### config.mk
export PLATFORM = sky130hd
export DESIGN_NAME = one_wire_bus_master
export DESIGN_NICKNAME = d
export VERILOG_FILES = /design/src/rtl/owb_pkg.sv /design/src/rtl/owb_front.sv /design/src/rtl/owb_queue.sv /design/src/rtl/owb_back.sv /design/src/rtl/one_wire_bus_master.sv
export SDC_FILE = /design/constraint.sdc
export NUM_CORES = 1
export LEC_CHECK = 0
export BUFFER_PORTS_ARGS = -buffer_cell sky130_fd_sc_hd__buf_2
export CORE_ASPECT_RATIO = 0.9
export CORE_MARGIN = 2
export CORE_UTILIZATION = 55
export DETAILED_ROUTE_END_ITERATION = 12
export PLACE_DENSITY = 0.83
export SYNTH_ARGS = -nofsm -noshare
export SYNTH_HDL_FRONTEND = slang
export SYNTH_HIERARCHICAL = 1
export SYNTH_SLANG_ARGS = --single-unit
### constraint.sdc
create_clock -name clk -period 9 [get_ports clk]
set_clock_uncertainty 0.2 [all_clocks]
set_input_delay 2.7 -clock clk [delete_from_list [all_inputs] [get_ports clk]]
set_output_delay 2.7 -clock clk [all_outputs]
set_load 0.05 [all_outputs]
### src/rtl/owb_pkg.sv
// ----------------------------------------------------------------------------
// owb_pkg: shared types and constants for the 1-Wire bus master
// Beat formats, phase and command codes, register indexes and reset timings.
// ----------------------------------------------------------------------------
package owb_pkg;

  localparam int TimeW = 10;

  // One input beat: one microsecond tick
  typedef struct packed {
    logic       cmd_valid;
    logic [2:0] req_type;
    logic [7:0] write_data;
    logic       line_level;
  } in_item_t;

  // One result beat
  typedef struct packed {
    logic       drive_low;
    logic       busy_res;
    logic       done_res;
    logic [7:0] read_data;
    logic       no_presence;
  } res_item_t;

  // A classified tick as it sits in the queue
  typedef struct packed {
    logic       start_ok;
    logic [2:0] req_type;
    logic [7:0] write_data;
    logic       line_level;
  } tick_t;

  // Queue status seen by the top level
  typedef struct packed {
    logic full;
    logic empty;
  } q_status_t;

  // Timing registers
  typedef struct packed {
    logic [TimeW-1:0] reset_low_time;
    logic [TimeW-1:0] presence_sample_time;
    logic [TimeW-1:0] reset_tail_time;
    logic [TimeW-1:0] slot_low_time;
    logic [TimeW-1:0] read_sample_time;
    logic [TimeW-1:0] write_hold_time;
    logic [TimeW-1:0] read_tail_time;
    logic [TimeW-1:0] recovery_time;
  } timing_t;

  // Register indexes
  localparam logic [2:0] REG_RESET_LOW       = 3'd0;
  localparam logic [2:0] REG_PRESENCE_SAMPLE = 3'd1;
  localparam logic [2:0] REG_RESET_TAIL      = 3'd2;
  localparam logic [2:0] REG_SLOT_LOW        = 3'd3;
  localparam logic [2:0] REG_READ_SAMPLE     = 3'd4;
  localparam logic [2:0] REG_WRITE_HOLD      = 3'd5;
  localparam logic [2:0] REG_READ_TAIL       = 3'd6;
  localparam logic [2:0] REG_RECOVERY        = 3'd7;

  // Reset timings in ticks
  localparam logic [TimeW-1:0] RST_RESET_LOW       = 10'd480;
  localparam logic [TimeW-1:0] RST_PRESENCE_SAMPLE = 10'd120;
  localparam logic [TimeW-1:0] RST_RESET_TAIL      = 10'd360;
  localparam logic [TimeW-1:0] RST_SLOT_LOW        = 10'd2;
  localparam logic [TimeW-1:0] RST_READ_SAMPLE     = 10'd8;
  localparam logic [TimeW-1:0] RST_WRITE_HOLD      = 10'd58;
  localparam logic [TimeW-1:0] RST_READ_TAIL       = 10'd50;
  localparam logic [TimeW-1:0] RST_RECOVERY        = 10'd2;

  // Commands
  localparam logic [2:0] CMD_RESET = 3'd0;
  localparam logic [2:0] CMD_WBYTE = 3'd1;
  localparam logic [2:0] CMD_RBYTE = 3'd2;
  localparam logic [2:0] CMD_WBIT  = 3'd3;
  localparam logic [2:0] CMD_RBIT  = 3'd4;

  // Bus phases
  localparam logic [3:0] PH_IDLE     = 4'd0;
  localparam logic [3:0] PH_RST_LOW  = 4'd1;
  localparam logic [3:0] PH_RST_WAIT = 4'd2;
  localparam logic [3:0] PH_RST_TAIL = 4'd3;
  localparam logic [3:0] PH_SLOT_LOW = 4'd4;
  localparam logic [3:0] PH_WR_HOLD  = 4'd5;
  localparam logic [3:0] PH_RD_WAIT  = 4'd6;
  localparam logic [3:0] PH_RD_TAIL  = 4'd7;
  localparam logic [3:0] PH_RECOVER  = 4'd8;

  localparam logic [3:0] BITS_BYTE = 4'd8;
  localparam logic [3:0] BITS_ONE  = 4'd1;

endpackage

### src/rtl/owb_front.sv
// ----------------------------------------------------------------------------
// owb_front: tick classifier
// Flags a tick whose request names a known command.
// ----------------------------------------------------------------------------
module owb_front import owb_pkg::*; (
  input  in_item_t item,
  output tick_t    tick
);

  always_comb begin
    tick.start_ok   = item.cmd_valid &&
                      (item.req_type == CMD_RESET || item.req_type == CMD_WBYTE ||
                       item.req_type == CMD_RBYTE || item.req_type == CMD_WBIT  ||
                       item.req_type == CMD_RBIT);
    tick.req_type   = item.req_type;
    tick.write_data = item.write_data;
    tick.line_level = item.line_level;
  end

endmodule

### src/rtl/owb_queue.sv
// ----------------------------------------------------------------------------
// owb_queue: small tick queue
// Register-based FIFO between the classifier and the bus sequencer.
// ----------------------------------------------------------------------------
module owb_queue import owb_pkg::*; #(
  parameter int DEPTH = 2
) (
  input  logic      clk,
  input  logic      rst,
  input  logic      push,
  input  tick_t     push_data,
  input  logic      pop,
  output tick_t     pop_data,
  output q_status_t status
);

  localparam int PtrW = (DEPTH > 1) ? $clog2(DEPTH) : 1;
  localparam int CntW = $clog2(DEPTH + 1);
  localparam logic [PtrW-1:0] LastPtr = PtrW'(DEPTH - 1);
  localparam logic [CntW-1:0] FullCnt = CntW'(DEPTH);

  tick_t          slots [DEPTH];
  logic [PtrW-1:0] wr_ptr;
  logic [PtrW-1:0] rd_ptr;
  logic [CntW-1:0] count;

  assign status.full  = (count == FullCnt);
  assign status.empty = (count == '0);
  assign pop_data     = slots[rd_ptr];

  always_ff @(posedge clk) begin
    if (push) begin
      slots[wr_ptr] <= push_data;
    end
  end

  always_ff @(posedge clk) begin
    if (rst) begin
      wr_ptr <= '0;
      rd_ptr <= '0;
      count  <= '0;
    end else begin
      if (push) begin
        wr_ptr <= (wr_ptr == LastPtr) ? '0 : wr_ptr + 1'b1;
      end
      if (pop) begin
        rd_ptr <= (rd_ptr == LastPtr) ? '0 : rd_ptr + 1'b1;
      end
      unique case ({push, pop})
        2'b10:   count <= count + 1'b1;
        2'b01:   count <= count - 1'b1;
        default: count <= count;
      endcase
    end
  end

endmodule

### src/rtl/owb_back.sv
// ----------------------------------------------------------------------------
// owb_back: bus sequencer
// Steps the reset and bit-slot phases once per tick and forms the result.
// ----------------------------------------------------------------------------
module owb_back import owb_pkg::*; (
  input  logic        clk,
  input  logic        rst,
  input  logic        cfg_we,
  input  logic [2:0]  cfg_index,
  input  logic [TimeW-1:0] cfg_data,
  input  logic        step,
  input  tick_t       tick,
  output res_item_t   result
);

  timing_t          timing;
  logic [3:0]       phase, phase_next;
  logic [TimeW-1:0] phase_timer, phase_timer_next;
  logic [3:0]       bits_left, bits_left_next;
  logic [7:0]       shift_reg, shift_reg_next;
  logic [2:0]       active_cmd, active_cmd_next;
  logic             presence_flag, presence_flag_next;

  // Timing registers
  always_ff @(posedge clk) begin
    if (rst) begin
      timing.reset_low_time       <= RST_RESET_LOW;
      timing.presence_sample_time <= RST_PRESENCE_SAMPLE;
      timing.reset_tail_time      <= RST_RESET_TAIL;
      timing.slot_low_time        <= RST_SLOT_LOW;
      timing.read_sample_time     <= RST_READ_SAMPLE;
      timing.write_hold_time      <= RST_WRITE_HOLD;
      timing.read_tail_time       <= RST_READ_TAIL;
      timing.recovery_time        <= RST_RECOVERY;
    end else if (cfg_we) begin
      unique case (cfg_index)
        REG_RESET_LOW:       timing.reset_low_time       <= cfg_data;
        REG_PRESENCE_SAMPLE: timing.presence_sample_time <= cfg_data;
        REG_RESET_TAIL:      timing.reset_tail_time      <= cfg_data;
        REG_SLOT_LOW:        timing.slot_low_time        <= cfg_data;
        REG_READ_SAMPLE:     timing.read_sample_time     <= cfg_data;
        REG_WRITE_HOLD:      timing.write_hold_time      <= cfg_data;
        REG_READ_TAIL:       timing.read_tail_time       <= cfg_data;
        REG_RECOVERY:        timing.recovery_time        <= cfg_data;
        default:             timing                      <= timing;
      endcase
    end
  end

  // One tick of the sequencer
  always_comb begin
    logic             start;
    logic [3:0]       ph;
    logic [TimeW-1:0] tmr;
    logic [3:0]       bits;
    logic [7:0]       sh;
    logic [2:0]       cmd;
    logic             pres;
    logic [TimeW-1:0] raw_len;
    logic [TimeW-1:0] len;
    logic [TimeW:0]   tmr_inc;
    logic             expire;
    logic             is_wr;
    logic             drive, busy, done;

    start = (phase == PH_IDLE) && tick.start_ok;
    ph    = phase;
    tmr   = phase_timer;
    bits  = bits_left;
    sh    = shift_reg;
    cmd   = active_cmd;
    pres  = presence_flag;
    drive = 1'b0;
    busy  = 1'b0;
    done  = 1'b0;

    // Take a new command only from idle
    if (start) begin
      cmd = tick.req_type;
      tmr = '0;
      if (tick.req_type == CMD_RESET) begin
        pres = 1'b0;
        ph   = PH_RST_LOW;
      end else begin
        ph   = PH_SLOT_LOW;
        bits = (tick.req_type == CMD_WBIT || tick.req_type == CMD_RBIT) ?
               BITS_ONE : BITS_BYTE;
        if (tick.req_type == CMD_WBYTE) begin
          sh = tick.write_data;
        end else if (tick.req_type == CMD_WBIT) begin
          sh = {7'd0, tick.write_data[0]};
        end else begin
          sh = '0;
        end
      end
    end

    is_wr = (cmd == CMD_WBYTE) || (cmd == CMD_WBIT);

    unique case (ph)
      PH_RST_LOW:  raw_len = timing.reset_low_time;
      PH_RST_WAIT: raw_len = timing.presence_sample_time;
      PH_RST_TAIL: raw_len = timing.reset_tail_time;
      PH_SLOT_LOW: raw_len = timing.slot_low_time;
      PH_WR_HOLD:  raw_len = timing.write_hold_time;
      PH_RD_WAIT:  raw_len = timing.read_sample_time;
      PH_RD_TAIL:  raw_len = timing.read_tail_time;
      PH_RECOVER:  raw_len = timing.recovery_time;
      default:     raw_len = TimeW'(1);
    endcase
    len     = (raw_len == '0) ? TimeW'(1) : raw_len;
    tmr_inc = {1'b0, tmr} + 1'b1;
    expire  = (tmr_inc >= {1'b0, len});

    if (ph != PH_IDLE) begin
      busy = 1'b1;
      if (ph == PH_RST_LOW || ph == PH_SLOT_LOW) begin
        drive = 1'b1;
      end else if (ph == PH_WR_HOLD) begin
        drive = ~sh[0];
      end
      tmr = tmr_inc[TimeW-1:0];
      if (expire) begin
        tmr = '0;
        unique case (ph)
          PH_RST_LOW:  ph = PH_RST_WAIT;
          PH_RST_WAIT: begin
            pres = tick.line_level;
            ph   = PH_RST_TAIL;
          end
          PH_RST_TAIL: begin
            ph   = PH_IDLE;
            done = 1'b1;
          end
          PH_SLOT_LOW: ph = is_wr ? PH_WR_HOLD : PH_RD_WAIT;
          PH_WR_HOLD: begin
            sh = {1'b0, sh[7:1]};
            if (bits != '0) bits = bits - 1'b1;
            ph = PH_RECOVER;
          end
          PH_RD_WAIT: begin
            sh = {tick.line_level, sh[7:1]};
            if (bits != '0) bits = bits - 1'b1;
            ph = PH_RD_TAIL;
          end
          PH_RD_TAIL:  ph = PH_RECOVER;
          PH_RECOVER: begin
            if (bits != '0) begin
              ph = PH_SLOT_LOW;
            end else begin
              ph   = PH_IDLE;
              done = 1'b1;
            end
          end
          default:     ph = PH_IDLE;
        endcase
      end
    end

    phase_next         = ph;
    phase_timer_next   = tmr;
    bits_left_next     = bits;
    shift_reg_next     = sh;
    active_cmd_next    = cmd;
    presence_flag_next = pres;

    result.drive_low   = drive;
    result.busy_res    = busy;
    result.done_res    = done;
    if (cmd == CMD_RBYTE) begin
      result.read_data = sh;
    end else if (cmd == CMD_RBIT) begin
      result.read_data = {7'd0, sh[7]};
    end else begin
      result.read_data = '0;
    end
    result.no_presence = pres;
  end

  always_ff @(posedge clk) begin
    if (rst) begin
      phase         <= PH_IDLE;
      phase_timer   <= '0;
      bits_left     <= '0;
      shift_reg     <= '0;
      active_cmd    <= CMD_RESET;
      presence_flag <= 1'b0;
    end else if (step) begin
      phase         <= phase_next;
      phase_timer   <= phase_timer_next;
      bits_left     <= bits_left_next;
      shift_reg     <= shift_reg_next;
      active_cmd    <= active_cmd_next;
      presence_flag <= presence_flag_next;
    end
  end

endmodule

### src/rtl/one_wire_bus_master.sv
// ----------------------------------------------------------------------------
// one_wire_bus_master: 1-Wire bus master stepped once per microsecond tick
// Classifier, tick queue and bus sequencer with a registered result beat.
// ----------------------------------------------------------------------------
// Every input beat is one microsecond tick carrying a possible command request
// and the sampled bus level; every tick returns exactly one result beat with
// the open-drain pull-down, busy, done, read byte and presence status. The
// block takes one tick per clock cycle when the result side does not stall:
// the sequencer computes a whole tick combinationally from its phase timer
// (one 10-bit increment and compare), so it never holds the flow itself.
// A tick's result passes through the tick queue and then the result register.
// The queue, QUEUE_DEPTH ticks deep, lets the input side keep running while a
// result beat waits to be taken.
// Timing registers are written through cfg_we/cfg_index/cfg_data and are
// meant to change only while the bus is idle and no ticks are in flight.
module one_wire_bus_master import owb_pkg::*; #(
  parameter int QUEUE_DEPTH = 2
) (
  input  logic             clk,
  input  logic             rst,
  // Tick channel
  input  logic             in_valid,
  output logic             in_stall,
  input  in_item_t         in_data,
  // Result channel
  output logic             res_valid,
  input  logic             res_stall,
  output res_item_t        res_data,
  // Configuration
  input  logic             cfg_we,
  input  logic [2:0]       cfg_index,
  input  logic [TimeW-1:0] cfg_data
);

  tick_t     tick_in;
  tick_t     tick_out;
  q_status_t q_status;
  logic      push;
  logic      pop;
  res_item_t step_result;

  // Front: classify each tick beat on the way in
  owb_front u_front (
    .item (in_data),
    .tick (tick_in)
  );

  // Hold off the tick side only when the queue is full
  assign in_stall = q_status.full;
  assign push     = in_valid && !q_status.full;

  owb_queue #(
    .DEPTH (QUEUE_DEPTH)
  ) u_queue (
    .clk       (clk),
    .rst       (rst),
    .push      (push),
    .push_data (tick_in),
    .pop       (pop),
    .pop_data  (tick_out),
    .status    (q_status)
  );

  // Back: advance the sequencer whenever a tick is queued and the result register can take a beat
  assign pop = !q_status.empty && (!res_valid || !res_stall);

  owb_back u_back (
    .clk       (clk),
    .rst       (rst),
    .cfg_we    (cfg_we),
    .cfg_index (cfg_index),
    .cfg_data  (cfg_data),
    .step      (pop),
    .tick      (tick_out),
    .result    (step_result)
  );

  // Result register: load on a step, drop valid once taken
  always_ff @(posedge clk) begin
    if (rst) begin
      res_valid <= 1'b0;
    end else if (pop) begin
      res_valid <= 1'b1;
    end else if (!res_stall) begin
      res_valid <= 1'b0;
    end
  end

  always_ff @(posedge clk) begin
    if (pop) begin
      res_data <= step_result;
    end
  end

`ifndef NO_ASSERTIONS
  // A queued tick with room on the result side yields a result beat next cycle
  a_step_to_result: assert property (@(posedge clk) disable iff (rst)
    (!q_status.empty && (!res_valid || !res_stall)) |=> res_valid)
    else $error("queued tick did not produce a result beat");

  // The line is only pulled low during a command
  a_drive_while_busy: assert property (@(posedge clk) disable iff (rst)
    (res_valid && res_data.drive_low) |-> res_data.busy_res)
    else $error("drive_low outside a command");

  // Completion is reported on a busy tick
  a_done_while_busy: assert property (@(posedge clk) disable iff (rst)
    (res_valid && res_data.done_res) |-> res_data.busy_res)
    else $error("done_res without busy_res");

  // A waiting result beat is not overwritten
  a_no_overwrite: assert property (@(posedge clk) disable iff (rst)
    (res_valid && res_stall) |-> !pop)
    else $error("result register overwritten while stalled");
`endif

endmodule

==> reports/qor.csv, run 1 <==
metric;value;unit
status;completed;
startpoint_type;flop;
clkLatencyLatePin;0.43;ns
r2r_end;res_data[1];
syn_area_per_cell;8.93;um2
drv_slew;0;
cpLargestDelayFamily;compound AO/OA/AOI/OAI gates;
wl_met3;1420;um
firstDrtPassIters;5;
yosys_warnings;6;
crit_type;flop to flop;
clockBufferDepth;2;
cts-htree-levels;4;
syn_area;7440;um2
hold_path_end;u_back/timing[13];
cp.arrival;5.22;ns
post_cts_resized;0;
synth_top_area_cell;dfxtp_1;
post_cts_buffers;0;
cp_max_fo;15;
n_antenna_cell;0;
p_leak;2.97;nW
hold_path_class;flop to flop;
yosys_most_used_dff;dfxtp_1;
cp.required;8.95;ns
fin_nets;879;
ir_drop;175;uV
hpwl;11800;um
final_util;61.7;%
viasPerCell;6.04;
cts_buffers;17;
synth_edf_count;38;
yosys.area.top_type_share;31.2;%
setup_tns;0;ns
ff2ff_path_depth;15;
drt_iter0_markers;807;
hold_start;u_back/timing[13];
wl_met1;8230;um
die_y;114;um
async_flop_share;0;%
multi_input_area;3610;um2
synthTopCellsByArea;dfxtp_1 (31%), edfxtp_1 (15%), nand2_1 (9.1%), a21oi_1 (5.7%), mux2i_1 (4.0%);
min_path_cells;2;
synth-seq-cells;154;
cts_hold_buf;0;
largest_reg_flops;80;
drt_wl_total;18000;um
top_layer;met4;
drc;0;
top_regs;u_back/timing: 80 flops, u_queue/slots: 26 flops, res_data: 12 flops;
timing.fmax;0.190;GHz
fillers;1080;
row_count;40;
met2_length;8000;um
boundaryPins;45;
relSlewSlack;18.5;%
synth_cell_type_count;71;
slowest_stage;o21ba_1;
regMostFlops;u_back/timing;
antenna_left;0;
path_clk_slew;0.06;ns
place_congestion;0.944;
cts_tree;built;
drive_above_1_share;12.9;%
power_density;284;nW/um2
grt_max_degree;76;
rsz0062_at_grt;no;
crit_path_end_kind;flop;
vias;6139;
path_buf_inv;1;
cts_root_buf;clkbuf_16;
portBuffers;44;
coreArea;13300;um2
r2r_setup_slack;3.72;ns
grt_pass1_vias;5584;
syn_inst;833;
maxCapViolCount;0;
ys_seq_area_share;46.6;%
grt_usage;25.5;%
cts.sinks;154;
seqCellArea;3460;um2
antenna_found_initial;0;
period_share;58.6;%
final-setup-viol-count;0;
start_util;56.1;%
gr-total-overflow;0;
worst_pin_slew;1.21;ns
routedWlPerCell;17.7;um
grt_first_pass_wirelength;29100;um
dieArea;14500;um2
die_w;127;um
area_growth;9.99;%
fin_crit;5.28;ns
critPathMaxStageDelay;0.68;ns
path_cells;mux2_2 > o31ai_1 > a2111oi_2 > buf_4 > a2111oi_0 > nand4_1 > nor4_1 > a41o_1 > ha_1 > nor2b_1 > o21ai_0 > a31oi_1 > o21ba_1 > mux2i_1 > o22ai_1;
syn-num-nets;877;
hold_viol_final;0;
placed cells by master, fill, tap and decap left out, types with 8 or more instances in the layout:
cell,Yosys,layout
inv_1,10,10
nand3b_1,33,33
nand3_1,22,22
nand2b_1,10,10
nor2_1,49,49
ha_1,13,13
mux2i_1,30,30
dfxtp_1,116,116
nor3_1,8,8
mux2_2,14,14
a21oi_1,85,84
clkbuf_16,0,18
buf_2,3,43
edfxtp_1,38,38
o22ai_1,11,11
nand2_1,180,180
buf_4,14,8
nor2b_1,13,13
o21ai_0,11,11
per-layer routing:
metal  vias to the layer above  global-route usage, %
li1                       2946                      -
met1                      2893                   37.3
met2                       269                   37.4
met3                        31                   5.00
met4                         0                   9.60
met5                         -                      0
cell usage after synthesis (all sizes together), types with 14 or more instances:
cell type and instances:
clkbuf 41, nand2 180, nand3b 33, edfxtp 38, dfxtp 116, mux2i 30
a21oi 86, nand3 22, nor2 49, buf 27, mux2 14
through the flow:
| stage | area [um2] | total power, W | setup WS, ns | cells | hold WS (ns) |
|---|---|---|---|---|---|
| floorplan | 7440 | 0.00143 | 4.14 | 833 | 0.232 |
| global placement | 7590 | 0.00159 | 3.95 | 984 | 0.241 |
| detailed placement | 7590 | 0.00160 | 3.84 | 984 | 0.243 |
| CTS | 8180 | 0.00231 | 3.81 | 1016 | 0.251 |
| global route | 8180 | 0.00242 | 3.37 | 1016 | 0.268 |
| finish | 8180 | 0.00232 | 3.72 | 1016 | 0.253 |
layout make-up:
cell class,count,area share (%)
inverter,10,0.459
multi-input combinational,601,44.1
sequential,154,42.3
timing repair buffer,51,3.36
tap,168,2.57
clock inverter,12,1.48
clock buffer,20,5.72
worst register-to-register path, stage by stage (launching register included):
cell	delay [ns]
dfxtp_1	0.66
mux2_2	0.47
o31ai_1	0.31
a2111oi_2	0.11
buf_4	0.23
a2111oi_0	0.57
nand4_1	0.14
nor4_1	0.26
a41o_1	0.22
ha_1	0.22
nor2b_1	0.10
o21ai_0	0.09
a31oi_1	0.33
o21ba_1	0.68
mux2i_1	0.31
o22ai_1	0.10
where the power goes:
part | internal [W] | total [W] | switching [W]
clock network | 0.000428 | 0.000709 | 0.000281
logic | 0.000244 | 0.000776 | 0.000531
registers | 0.000794 | 0.000837 | 0.0000426
how the worst max path moves through the flow:
| stage | startpoint | depth (start not counted) | end | slack, ns |
|---|---|---|---|---|
| after floorplan | res_stall | 5 | u_back/phase_timer[2] | 4.14 |
| after global placement | flop | 15 | res_data[1] | 3.95 |
| after detailed placement | flop | 15 | res_data[1] | 3.84 |
| after CTS | flop | 15 | res_data[1] | 3.81 |
| after global routing | flop | 15 | res_data[1] | 3.37 |
| final | flop | 15 | res_data[1] | 3.72 |
kinds of logic after synthesis:
| family | synth area share, % |
|---|---|
| buf+inv | 5.01 |
| simple gates | 22.6 |
| flops | 46.6 |
| mux | 6.46 |
| compound gates | 15.8 |
| xor+xnor | 1.41 |
| fa+ha+maj | 2.19 |
(Power assumes the default switching activity.)
==> inputs of run 2 (changes only) <==
==> constraint.sdc (replaced) <==
create_clock -name clk -period 5.3 [get_ports clk]
set_clock_uncertainty 0.2 [all_clocks]
set_input_delay 1.59 -clock clk [delete_from_list [all_inputs] [get_ports clk]]
set_output_delay 1.59 -clock clk [all_outputs]
set_load 0.05 [all_outputs]
==> run 2 against run 1 <==
Via count is 1.5% higher. First-iteration DRC count is 13% lower. Critical path depth is 2 higher. Routed wire length is 1.2% higher. Clock power is 73% higher. Die area stayed put. Worst hold slack better by 0.0033 ns. Worst setup slack worse by 3.2 ns. Combinational power is 71% higher. Power is 72% higher. Critical path type unchanged.
==> reports/qor.csv, run 2 (synthesis gave the netlist of run 1 again) <==
metric;value;unit
status;completed;
hold_path_class;flop to flop;
seqCellArea;3460;um2
grt_pass1_vias;5728;
drt_wl_total;18200;um
n_antenna_cell;0;
clockBufferDepth;2;
final_cell_mix;nand2_1 (180), dfxtp_1 (116), a21oi_1 (84), nor2_1 (49), buf_2 (43);
largest_reg_flops;80;
power_density;483;nW/um2
hold_start;u_back/timing[37];
hold_viol_final;0;
die_w;127;um
rsz0062_at_grt;no;
worst_pin_slew;1.18;ns
vias;6234;
fin_nets;887;
gr-total-overflow;0;
regMostFlops;u_back/timing;
slowest_stage;a2111oi_0;
fin_crit;4.81;ns
drv_slew;0;
fin_ws;0.495;ns
period_share;90.7;%
cts_hold_buf;0;
startpoint_type;flop;
grt_usage;25.9;%
top_regs;u_back/timing: 80 flops, u_queue/slots: 26 flops, res_data: 12 flops;
grt_max_degree;68;
grt_first_pass_wirelength;29400;um
cts-htree-levels;4;
firstDrtPassIters;5;
timing.fmax;0.208;GHz
cts_root_buf;clkbuf_16;
post_cts_buffers;0;
crit_path_end_kind;flop;
boundaryPins;45;
drt_iter0_markers;705;
cts_buffers;17;
cp.arrival;4.75;ns
die_y;114;um
cp.required;5.24;ns
fillers;1071;
cp_common_cell;buf_4;
path_clk_slew;0.06;ns
drc;0;
placed_cells;992;
routedWlPerCell;17.8;um
place_ws;0.549;ns
ir_drop;327;uV
row_count;40;
coreArea;13300;um2
final-setup-viol-count;0;
start_util;56.1;%
hpwl;12200;um
critPathMaxStageDelay;0.63;ns
post_cts_resized;0;
drive_above_1_share;13.9;%
clkLatencyLatePin;0.44;ns
setup_tns;0;ns
maxCapViolCount;0;
portBuffers;44;
cp_max_fo;15;
place_congestion;0.873;
antenna_left;0;
path_cells;buf_4 > mux2_2 > o31ai_1 > a2111oi_2 > buf_4 > a2111oi_0 > nand4_1 > nor4_1 > a41o_1 > ha_1 > nor2b_1 > o21ai_0 > a31oi_1 > o21ba_1 > buf_4 > mux2i_1 > o22ai_1;
cts_tree;built;
crit_type;flop to flop;
antenna_found_initial;0;
layout_commonest_cell;nand2_1;
viasPerCell;6.09;
instances_no_fill;1024;
area_growth;10.9;%
dieArea;14500;um2
multi_input_area;3610;um2
relSlewSlack;20.6;%
p_leak;3.02;nW
cts.sinks;154;
-- run 2: cell types whose count changed in the layout (fill, tap and decap cells not counted), sizes merged --
cell,previous run,this run
buf,51,59
bufinv,2,3
clkbuf,20,17
inv,10,12
-- run 2: layout make-up --
type | count | area share [%]
clock buffers | 17 | 5.15
inverters | 10 | 0.455
multi-input cells | 601 | 43.7
clock inverters | 15 | 2.12
flip-flops and latches | 154 | 42.0
repair buffers | 59 | 4.06
well taps | 168 | 2.55
-- run 2: metal layers --
metal / global-route usage, % / vias up / wire length [um]
li1: - / 2963 / -
met1: 36.3 / 2954 / 8150
met2: 39.4 / 278 / 8200
met3: 5.98 / 39 / 1440
met4: 9.67 / 0 / 418
met5: 0 / - / 0
-- run 2: worst max-delay path: cells and delay by family (launching register included) --
family / cells / cell delay [ns]
DFF: 1 / 0.42
muxes: 2 / 0.67
adders and majority gates: 1 / 0.22
AOI/OAI and AO/OA: 8 / 1.83
and+or+nand+nor: 3 / 0.49
buffers and inverters: 3 / 0.68
-- run 2: through the flow --
step	utilization, %	hold WS, ns	power (W)	instance area [um2]
after global placement	57.7	0.240	0.00272	7650
final	62.2	0.256	0.00399	8250
after global routing	62.2	0.265	0.00416	8250
after detailed placement	57.7	0.246	0.00273	7650
after floorplan	-	0.232	0.00243	7440
after CTS	62.2	0.256	0.00397	8250
-- run 2: path summary, 6_finish.rpt --
check,to,slack [ns],cells past startpoint
min,u_back/timing[37],0.26,2
max reg2reg,res_data[1],0.49,17
max,res_data[1],0.49,17
min reg2reg,u_back/timing[37],0.26,2
-- run 2: power breakdown --
part / switching (W) / total (W) / internal (W)
sequential: 0.0000792 / 0.00143 / 0.00135
clock: 0.000492 / 0.00123 / 0.000738
combinational: 0.000902 / 0.00133 / 0.000429
